### config.mk
export PLATFORM = sky130hd
export DESIGN_NAME = tlpt_ctrl
export DESIGN_NICKNAME = d
export VERILOG_FILES = /design/src/design/tlpt_pkg.sv /design/src/design/tlpt_ctrl.sv
export VERILOG_INCLUDE_DIRS = /design/src /design/src/design
export SDC_FILE = /design/constraint.sdc
export NUM_CORES = 1
export LEC_CHECK = 0
export ABC_AREA = 1
export BUFFER_PORTS_ARGS = -buffer_cell sky130_fd_sc_hd__buf_2
export CELL_PAD_IN_SITES_DETAIL_PLACEMENT = 0
export CELL_PAD_IN_SITES_GLOBAL_PLACEMENT = 1
export CORE_MARGIN = 10
export CORE_UTILIZATION = 43
export CTS_CLUSTER_SIZE = 20
export DETAILED_ROUTE_END_ITERATION = 8
export PLACE_DENSITY = 0.91
export SLEW_MARGIN = 5
export SYNTH_ARGS = -nofsm -noshare
export SYNTH_HDL_FRONTEND = slang
export SYNTH_SLANG_ARGS = --single-unit
### constraint.sdc
create_clock -name clock -period 11.87 [get_ports clock]
set_clock_uncertainty 0.05 [all_clocks]
set_input_delay 2.374 -clock clock [delete_from_list [all_inputs] [get_ports clock]]
set_output_delay 2.374 -clock clock [all_outputs]
set_load 0.01 [all_outputs]
### src/design/two_level_page_table_fault_fill_defines.svh
// ----------------------------------------------------------------------------
// Page table fill assertion macros
// Shared property wrappers for the controller checks.
// ----------------------------------------------------------------------------
`ifndef TWO_LEVEL_PAGE_TABLE_FAULT_FILL_DEFINES_SVH
`define TWO_LEVEL_PAGE_TABLE_FAULT_FILL_DEFINES_SVH

// Same-cycle implication, sampled on clock, off during reset.
`define TLPT_ASSERT_IMP(lbl, ante, cons, msg) \
   lbl: assert property (@(posedge clock) disable iff (reset) (ante) |-> (cons)) \
      else $error(msg);

// Next-cycle implication, sampled on clock, off during reset.
`define TLPT_ASSERT_NXT(lbl, ante, cons, msg) \
   lbl: assert property (@(posedge clock) disable iff (reset) (ante) |=> (cons)) \
      else $error(msg);

`endif

### src/design/tlpt_pkg.sv
// ----------------------------------------------------------------------------
// Page table fill package
// Constants, entry formats and interface structs shared by all modules.
// ----------------------------------------------------------------------------
package tlpt_pkg;

   localparam int DIR_ENTRIES = 1024;
   localparam int TABLE_SLOTS = 16;
   localparam int IDX_W       = 10;
   localparam int FRAME_W     = 20;
   localparam int ENT_PER_TABLE = 1024;
   localparam int SLOT_W      = (TABLE_SLOTS > 1) ? $clog2(TABLE_SLOTS) : 1;
   localparam int STORE_DEPTH = TABLE_SLOTS * ENT_PER_TABLE;
   localparam int STORE_AW    = $clog2(STORE_DEPTH);

   // The frame's slot comes from a reciprocal multiplication that is exact
   // for every frame number of FRAME_W bits.
   localparam int REC_SHIFT   = FRAME_W + $clog2(TABLE_SLOTS);
   localparam int REC_W       = FRAME_W + 1;
   localparam longint unsigned REC_MULT =
      ((64'd1 << REC_SHIFT) + TABLE_SLOTS - 1) / TABLE_SLOTS;

   localparam logic [31:0] FLAG_PRESENT = 32'h0000_0001;
   localparam logic [31:0] FLAG_RW      = 32'h0000_0002;
   localparam logic [31:0] SHARED_RESET = 32'd4194304;

   localparam logic [2:0] ST_PRESENT      = 3'd0;
   localparam logic [2:0] ST_PAGE_MAPPED  = 3'd1;
   localparam logic [2:0] ST_TABLE_MAPPED = 3'd2;
   localparam logic [2:0] ST_SHARED_BUILT = 3'd3;
   localparam logic [2:0] ST_OUTSIDE      = 3'd4;

   localparam logic REQ_FAULT = 1'b0;
   localparam logic REQ_BUILD = 1'b1;

   localparam logic REG_SHARED_BYTES = 1'b0;

   typedef struct packed {
      logic              present;
      logic [SLOT_W-1:0] slot;
   } dir_entry_type;

   typedef struct packed {
      logic             wr_en;
      logic [IDX_W-1:0] wr_addr;
      dir_entry_type    wr_data;
      logic             rd_en;
      logic [IDX_W-1:0] rd_addr;
   } dir_cmd_type;

   typedef struct packed {
      logic                wr_en;
      logic [STORE_AW-1:0] wr_addr;
      logic                wr_data;
      logic                rd_en;
      logic [STORE_AW-1:0] rd_addr;
   } store_cmd_type;

   typedef struct packed {
      logic [2:0]         status;
      logic               table_taken;
      logic               data_taken;
      logic               inv_valid;
      logic [FRAME_W-1:0] inv_page;
      logic [31:0]        entry_written;
   } result_type;

   function automatic logic [31:0] make_entry(input logic [FRAME_W-1:0] frame);
      make_entry = {frame, 12'h000} | FLAG_PRESENT | FLAG_RW;
   endfunction

endpackage

### src/design/tlpt_ctrl.sv
// ----------------------------------------------------------------------------
// Page table fill sequencer. Clears the directory after reset, then walks
// each item through a frame slot reduction, a directory lookup and a page
// entry check or table sweep; builds outside the shared region skip both.
// ----------------------------------------------------------------------------
`include "two_level_page_table_fault_fill_defines.svh"

module tlpt_ctrl (
   input  logic                               clock,
   input  logic                               reset,
   input  logic                               req_valid,
   output logic                               req_stall,
   input  logic                               req_type,
   input  logic [31:0]                        req_fault_address,
   input  logic [tlpt_pkg::IDX_W-1:0]         req_dir_slot,
   input  logic [tlpt_pkg::FRAME_W-1:0]       req_offered_table_frame,
   input  logic [tlpt_pkg::FRAME_W-1:0]       req_offered_data_frame,
   input  logic [31:0]                        shared_bytes,
   input  logic                               rsp_free,
   output logic                               done,
   output tlpt_pkg::result_type               result,
   output tlpt_pkg::dir_cmd_type              dir_cmd,
   input  tlpt_pkg::dir_entry_type            dir_rd,
   output tlpt_pkg::store_cmd_type            store_cmd,
   input  logic                               store_rd
);

   localparam logic [2:0] S_INIT   = 3'd0;
   localparam logic [2:0] S_IDLE   = 3'd1;
   localparam logic [2:0] S_MOD    = 3'd2;
   localparam logic [2:0] S_DECIDE = 3'd3;
   localparam logic [2:0] S_SWEEP  = 3'd4;
   localparam logic [2:0] S_CHECK  = 3'd5;
   localparam logic [2:0] S_DONE   = 3'd6;
   localparam logic [2:0] S_REM    = 3'd7;

   localparam logic [tlpt_pkg::IDX_W-1:0] IDX_LAST =
      tlpt_pkg::IDX_W'(tlpt_pkg::ENT_PER_TABLE - 1);
   localparam int PROD_W = tlpt_pkg::FRAME_W + tlpt_pkg::REC_W;
   localparam logic [tlpt_pkg::REC_W-1:0] REC_MULT_C =
      tlpt_pkg::REC_W'(tlpt_pkg::REC_MULT);
   localparam logic [tlpt_pkg::FRAME_W-1:0] SLOTS_C =
      tlpt_pkg::FRAME_W'(tlpt_pkg::TABLE_SLOTS);

   logic [2:0]                            state_ff, state_in;
   logic [tlpt_pkg::IDX_W-1:0]            idx_ff, idx_in;
   logic [tlpt_pkg::FRAME_W-1:0]          quot_ff, quot_in;
   logic [tlpt_pkg::SLOT_W-1:0]           rem_ff, rem_in;
   logic                                  type_ff, type_in;
   logic [31:0]                           addr_ff, addr_in;
   logic [tlpt_pkg::IDX_W-1:0]            dslot_ff, dslot_in;
   logic [tlpt_pkg::FRAME_W-1:0]          tframe_ff, tframe_in;
   logic [tlpt_pkg::FRAME_W-1:0]          dframe_ff, dframe_in;
   logic [tlpt_pkg::FRAME_W:0]            pages_ff, pages_in;
   logic [tlpt_pkg::STORE_AW-1:0]         pte_addr_ff, pte_addr_in;
   tlpt_pkg::result_type                  res_ff, res_in;

   logic                                  accept;
   logic [PROD_W-1:0]                     rec_prod;
   logic [tlpt_pkg::FRAME_W-1:0]          rem_full;
   logic [tlpt_pkg::SLOT_W-1:0]           tslot;
   logic [32:0]                           bytes_sum;
   logic [tlpt_pkg::FRAME_W:0]            pages_calc;
   logic [tlpt_pkg::FRAME_W+1:0]          slots_sum;
   logic [11:0]                           slots_calc;
   logic                                  outside;
   logic [tlpt_pkg::FRAME_W-1:0]          page_no;
   logic [tlpt_pkg::IDX_W-1:0]            pt_idx;
   logic [tlpt_pkg::STORE_AW-1:0]         sweep_addr;
   logic [tlpt_pkg::STORE_AW-1:0]         lookup_addr;

   assign accept    = req_valid && (state_ff == S_IDLE);
   assign req_stall = (state_ff != S_IDLE);
   assign done      = (state_ff == S_DONE) && rsp_free;
   assign result    = res_ff;

   assign rec_prod   = PROD_W'(tframe_ff) * PROD_W'(REC_MULT_C);
   assign rem_full   = tframe_ff - quot_ff * SLOTS_C;
   assign tslot      = rem_ff;
   assign bytes_sum  = {1'b0, shared_bytes} + 33'd4095;
   assign pages_calc = bytes_sum[32:12];
   assign slots_sum  = {1'b0, pages_calc} + 22'd1023;
   assign slots_calc = slots_sum[21:10];
   assign outside    = ({2'b00, dslot_ff} >= slots_calc);
   assign page_no    = {dslot_ff, idx_ff};
   assign pt_idx     = addr_ff[21:12];
   assign sweep_addr = tlpt_pkg::STORE_AW'({tslot, idx_ff});
   assign lookup_addr = tlpt_pkg::STORE_AW'({dir_rd.slot, pt_idx});

   always_comb begin
      state_in    = state_ff;
      idx_in      = idx_ff;
      quot_in     = quot_ff;
      rem_in      = rem_ff;
      type_in     = type_ff;
      addr_in     = addr_ff;
      dslot_in    = dslot_ff;
      tframe_in   = tframe_ff;
      dframe_in   = dframe_ff;
      pages_in    = pages_ff;
      pte_addr_in = pte_addr_ff;
      res_in      = res_ff;
      dir_cmd     = '0;
      store_cmd   = '0;

      case (state_ff)
         S_INIT: begin
            dir_cmd.wr_en   = 1'b1;
            dir_cmd.wr_addr = idx_ff;
            idx_in          = idx_ff + 1'b1;
            if (idx_ff == IDX_LAST) begin
               state_in = S_IDLE;
            end
         end
         S_IDLE: begin
            if (accept) begin
               type_in         = req_type;
               addr_in         = req_fault_address;
               dslot_in        = req_dir_slot;
               tframe_in       = req_offered_table_frame;
               dframe_in       = req_offered_data_frame;
               res_in          = '0;
               idx_in          = '0;
               dir_cmd.rd_en   = 1'b1;
               dir_cmd.rd_addr = req_fault_address[31:22];
               state_in        = S_MOD;
            end
         end
         S_MOD: begin
            quot_in  = tlpt_pkg::FRAME_W'(rec_prod >> tlpt_pkg::REC_SHIFT);
            state_in = S_REM;
         end
         S_REM: begin
            rem_in   = rem_full[tlpt_pkg::SLOT_W-1:0];
            state_in = S_DECIDE;
         end
         S_DECIDE: begin
            pages_in = pages_calc;
            if (type_ff == tlpt_pkg::REQ_BUILD) begin
               if (outside) begin
                  res_in.status = tlpt_pkg::ST_OUTSIDE;
                  state_in      = S_DONE;
               end else begin
                  dir_cmd.wr_en           = 1'b1;
                  dir_cmd.wr_addr         = dslot_ff;
                  dir_cmd.wr_data.present = 1'b1;
                  dir_cmd.wr_data.slot    = tslot;
                  res_in.status           = tlpt_pkg::ST_SHARED_BUILT;
                  res_in.table_taken      = 1'b1;
                  res_in.entry_written    = tlpt_pkg::make_entry(tframe_ff);
                  state_in                = S_SWEEP;
               end
            end else if (!dir_rd.present) begin
               dir_cmd.wr_en           = 1'b1;
               dir_cmd.wr_addr         = addr_ff[31:22];
               dir_cmd.wr_data.present = 1'b1;
               dir_cmd.wr_data.slot    = tslot;
               res_in.status           = tlpt_pkg::ST_TABLE_MAPPED;
               res_in.table_taken      = 1'b1;
               res_in.data_taken       = 1'b1;
               res_in.inv_valid        = 1'b1;
               res_in.inv_page         = addr_ff[31:12];
               res_in.entry_written    = tlpt_pkg::make_entry(dframe_ff);
               state_in                = S_SWEEP;
            end else begin
               store_cmd.rd_en   = 1'b1;
               store_cmd.rd_addr = lookup_addr;
               pte_addr_in       = lookup_addr;
               state_in          = S_CHECK;
            end
         end
         S_SWEEP: begin
            store_cmd.wr_en   = 1'b1;
            store_cmd.wr_addr = sweep_addr;
            if (type_ff == tlpt_pkg::REQ_BUILD) begin
               store_cmd.wr_data = ({1'b0, page_no} < pages_ff);
            end else begin
               store_cmd.wr_data = (idx_ff == pt_idx);
            end
            idx_in = idx_ff + 1'b1;
            if (idx_ff == IDX_LAST) begin
               state_in = S_DONE;
            end
         end
         S_CHECK: begin
            if (!store_rd) begin
               store_cmd.wr_en      = 1'b1;
               store_cmd.wr_addr    = pte_addr_ff;
               store_cmd.wr_data    = 1'b1;
               res_in.status        = tlpt_pkg::ST_PAGE_MAPPED;
               res_in.data_taken    = 1'b1;
               res_in.inv_valid     = 1'b1;
               res_in.inv_page      = addr_ff[31:12];
               res_in.entry_written = tlpt_pkg::make_entry(dframe_ff);
            end else begin
               res_in.status = tlpt_pkg::ST_PRESENT;
            end
            state_in = S_DONE;
         end
         S_DONE: begin
            if (rsp_free) begin
               state_in = S_IDLE;
            end
         end
         default: begin
            state_in = S_INIT;
            idx_in   = '0;
         end
      endcase
   end

   always_ff @(posedge clock) begin
      if (reset) begin
         state_ff <= S_INIT;
         idx_ff   <= '0;
      end else begin
         state_ff <= state_in;
         idx_ff   <= idx_in;
      end
   end

   always_ff @(posedge clock) begin
      quot_ff     <= quot_in;
      rem_ff      <= rem_in;
      type_ff     <= type_in;
      addr_ff     <= addr_in;
      dslot_ff    <= dslot_in;
      tframe_ff   <= tframe_in;
      dframe_ff   <= dframe_in;
      pages_ff    <= pages_in;
      pte_addr_ff <= pte_addr_in;
      res_ff      <= res_in;
   end

   `TLPT_ASSERT_IMP(a_idle_no_write, state_ff == S_IDLE, !dir_cmd.wr_en && !store_cmd.wr_en, "memory written while idle")
   `TLPT_ASSERT_NXT(a_accept_to_mod, accept, state_ff == S_MOD, "accepted item did not start slot reduction")
   `TLPT_ASSERT_NXT(a_sweep_end, state_ff == S_SWEEP && idx_ff == IDX_LAST, state_ff == S_DONE, "table sweep did not finish")
   `TLPT_ASSERT_IMP(a_inv_matches_data, state_ff == S_DONE, res_ff.inv_valid == res_ff.data_taken, "invalidate without data frame")
   `TLPT_ASSERT_IMP(a_done_free, done, !req_stall == 1'b0, "result issued outside busy phase")

endmodule

== After elaboration in Yosys (flattened, before gate mapping) ==
Cells that the tools add are included.
Word-level totals
  output and inout port bits: 118
  bits of input ports: 125
  logic and storage cells: 93
  bits in registers: 193
Cells by class
  $add $sub $neg: 4
  muxes and demuxes: 36
  reduce and logical (&&, ||, !) cells: 15
  eq/ne operators: 19
  order comparisons: 2
  bitwise logic cells: 1
Operators by type and width (count)
  case mux 54 bit (3 select lines): 1
  2-to-1 mux 58 bit: 2
  2-to-1 mux 16 bit: 4
  2-to-1 mux 32 bit: 2
  2-to-1 mux 54 bit: 1
  2-to-1 mux 15 bit: 3
  adder 32 x 12 -> 33 bit, second input constant: 1
  case mux 16 bit (2 select lines): 1
  case mux 3 bit (8 select lines): 1
  adder 21 x 10 -> 22 bit, second input constant: 1
  2-to-1 mux 11 bit: 2
  2-to-1 mux 22 bit: 1
  case mux 11 bit (2 select lines): 1
  less-than comparator 20 x 21 -> 1 bit: 1
  case mux 10 bit (2 select lines): 1
  2-to-1 mux 3 bit: 6
  inequality test 2 bit, second input constant: 7
  == test 3 bit, second input constant: 4
  >= comparator 10 x 12 -> 1 bit: 1
  adder 10 x 1 -> 10 bit, second input constant: 1
  == test 10 bit: 1
  == test 10 bit, second input constant: 1
  2-to-1 mux 10 bit: 1
  AND reduction 5 bit: 2
  other kinds (20): 30

== Longest topological paths before layout ==
  word-level depth: 6
  gate-level depth with buffers: 31
  depth with buffers taken out: 30

== Least setup slack after synthesis ==
Ideal clock, no wire load.
  path kind: input-to-output
  from: in req_valid
  to: out dir_cmd[0] (netlist bit)
  arrival: 6520 ps
  stages on the path: 5
  slack: 2926 ps
  path buffers: 1
  cells stage by stage: inv_1 > nor2_1 > inv_1 > clkbuf_1 > nor2_1
RTL lines
  start, declared: line tlpt_ctrl.sv:11  | input logic req_valid,
  end, declared: line tlpt_ctrl.sv:22  | output tlpt_pkg::dir_cmd_type dir_cmd,

==> results.md <==
* Status: completed
* Slew @ Worst Pin at roughly 1200 ps
* Slew Limit Fails at 0
* Vias per cell at around 4.9
* Area contributors post-synth: edfxtp_1, nand2_1, inv_1, nor2_1, ha_1
* Die footprint at 26780 um2
* Initial antenna violation count at 3
* Layout Nets at between 1k and 1.5k
* Max_cap viols at 0
* Asr flop ratio synth at 0%
* CP Max Fanout at 11
* Root buffer cell: clkbuf_16
* Post-synth EDFFs at between 150 and 200
* Final WS setup at between 3000 and 4000 ps
* TritonCTS clock tree: yes
* Final worst-path cycle share at a little under three quarters
* Compound-Gate Fraction of Synth Area at between 8 and 9%
* Ports at around 240
* Fin crit period at 8465 ps
* Lkg Pwr at approximately 4.9 nW
* Worst Path Arrival at 6040 ps
* Average cell area after synthesis at 9.187 um2
* Yosys cell types at 42
* Finished Cell Area at between 10000 and 15000 um2
* DRC at 0
* FF+latch count, synth at between 150 and 200
* Mapped Cells at approximately 970
* Area after DPL at approximately 10000 um2
* Area leader, netlist: edfxtp_1
* Core area at just over 20000 um2
* Die height at 163.7 um
* Synth top area share at a little over half
* Synth Area in Simple Gates at a little over a fifth
* Grt total ovfl at 0
* Maximum vdd ir drop at between 0.1 and 0.15 mV
* Fillers at between 1.5k and 2k
* Row count at 52
* Final antenna-violating net count at 0
* GPL Wtd Cong at 0.8622
* Crit path launch: shared_bytes[10]
* IO Port Bufs at between 200 and 250
* Power per standard cell area at between 100 and 150 nW/um2
* Crit Path Category: primary input to output port
* Sequential-to-total area share from yosys stat at between 50% and 60%
* Drt total wl at ~24000 um
* Final number of setup-violating endpoints at 0
* CTS Buffer Depth at 2
* RR Startpoint: state_ff[2]
* Post-synthesis xor/xnor area fraction at 0.8741%
* Most frequent cells in the layout: buf_2, nand2_1, inv_1, edfxtp_1, nor2_1
* Syn-to-layout area delta at 22.05%
* Total GRT Usage at 17.27%
* Via Count at approximately 7.2k
* Initial Util at between 40% and 50%
* Clock slew at reported path FFs at 70 ps
* Unrepaired setup endpoints after global routing: false
* Post-synth top flop: edfxtp_1
* DR pass1 iterations at 5
* Largest family of logic cells by synthesized area: simple AND/OR/NAND/NOR gates
* HPWL after DPL at between 15000 and 20000 um
* Hold buffers post-CTS at 0
* CP Capture Type: output port
* Pre-CTS setup slack at 3400 ps
* Yosys Warn Count at 0
* Setup Fix Bufs, Post-CTS at 0
* H-tree levels at 4
* DR WL/cell at between 15 and 20 um
* Share of cells above drive strength 1 at ~26%
* Vias in the first global route at ~7.0k
* Adder-cell area share of the yosys netlist at roughly 4.2%
* Clock Sinks at between 150 and 200
* DRT iter0 DRCs at about 460
* Pin count of the biggest net entering global routing at 74
* Setup_tns at 0 ps
* CTS resizes at 0
* Hold WS at around 420 ps
* Post-Syn Area at approximately 8900 um2
* Final Hold Violating Endpoints at 0
* Relative slew slack at a little under a quarter
* Die X at approximately 160 um
* FMAX at between 0.1 and 0.15 GHz
* Hold path start: tframe_ff[2]
* First-pass GRT wire length at ~37000 um
* CP Launch Type: primary input
* Worst endpoint required time at roughly 9500 ps
* Hold Path Class: flop to flop
* Commonest non-fill, non-tap cell in the layout: buf_2
* CTS Buf Count at 17
* Clock Latency Late Sink at about 430 ps
* Mux cell area share after synthesis at 0%
-- logic make-up (layout without fill, tap and decap cells) --
logic type / count (synthesis) / count (layout)
flops: 169 / 169
compound gates: 119 / 119
fa+ha+maj: 30 / 30
buf+inv: 209 / 431
other cells: 1 / 14
simple gates: 430 / 430
xor+xnor: 8 / 8
-- path summary, 6_finish.rpt --
check / to / slack [ps] / depth (start not counted)
max: dir_cmd[25] / 3410 / 23
min: rem_ff[2] / 420 / 0
max reg2reg: result[47] / 8580 / 6
min reg2reg: rem_ff[2] / 420 / 0
-- sequential cells by signal, indices dropped and copies added (netlist names) --
signal,flops
addr_ff,20
dframe_ff,20
dslot_ff,10
idx_ff,10
pages_ff,21
pte_addr_ff,14
rem_ff,4
result,46
state_ff,3
tframe_ff,20
type_ff,1
-- Yosys cell counts (8+ instances only) --
master,count
nand4_1,9
ha_1,30
buf_4,13
inv_1,163
nor4_1,8
nand2_1,187
nor2_2,11
edfxtp_1,156
o221ai_2,9
nand3_1,51
nor2_1,133
a21oi_1,25
nand2_2,8
dfxtp_1,13
o21ai_0,68
inv_2,8
clkbuf_1,20
-- cell type report --
class | instances | area (um2) | area share, %
well taps | 270 | 337.8 | 3.119
multi-input cells | 597 | 3138 | 28.97
clock buffers | 18 | 429.2 | 3.962
inverters | 173 | 649.4 | 5.995
clock inverters | 14 | 176.4 | 1.629
flip-flops and latches | 169 | 4945 | 45.65
repair buffers | 226 | 1146 | 10.58
diodes | 4 | 10.01 | 0.09241
-- stage by stage --
step / cells / power (mW) / util [%]
after floorplan: 975 / 0.7876 / -
after global routing: 1470 / 1.454 / 53.35
after detailed placement: 1435 / 0.8497 / 50.33
after global placement: 1435 / 0.8451 / 50.33
final: 1471 / 1.406 / 53.36
after CTS: 1467 / 1.413 / 53.31
-- worst max-delay path: stages --
cell      delay (ps)
buf_2            110
nor2_1           140
nand2_1           60
nor2_1           180
nand2_1          110
a21oi_1          300
xnor2_1          210
inv_1             90
nor4_1           350
nand2_1          140
nand2_1           80
nand2_1           50
ha_1             310
nand2_1           80
nor2_1            40
a211oi_1         170
o21ai_0          120
nand3_1           80
nand2_1           80
nand3_1          100
nand3_2          320
o221ai_2         340
buf_2            190
-- layer usage --
layer  part of all wire, %  vias up  track usage [%]
li1                      -     3598                -
met1                    40     3303            19.97
met2                    50      234            30.31
met3                   6.7       44            3.473
met4                   3.2        0            7.595
met5                     0        -                0
-- power by group --
group          switching (mW)  internal, mW  total, mW
Combinational          0.0954        0.0504      0.146
Clock                   0.249         0.321      0.569
Sequential             0.0112         0.679      0.691
No activity file was read; power rests on OpenSTA's default activity.
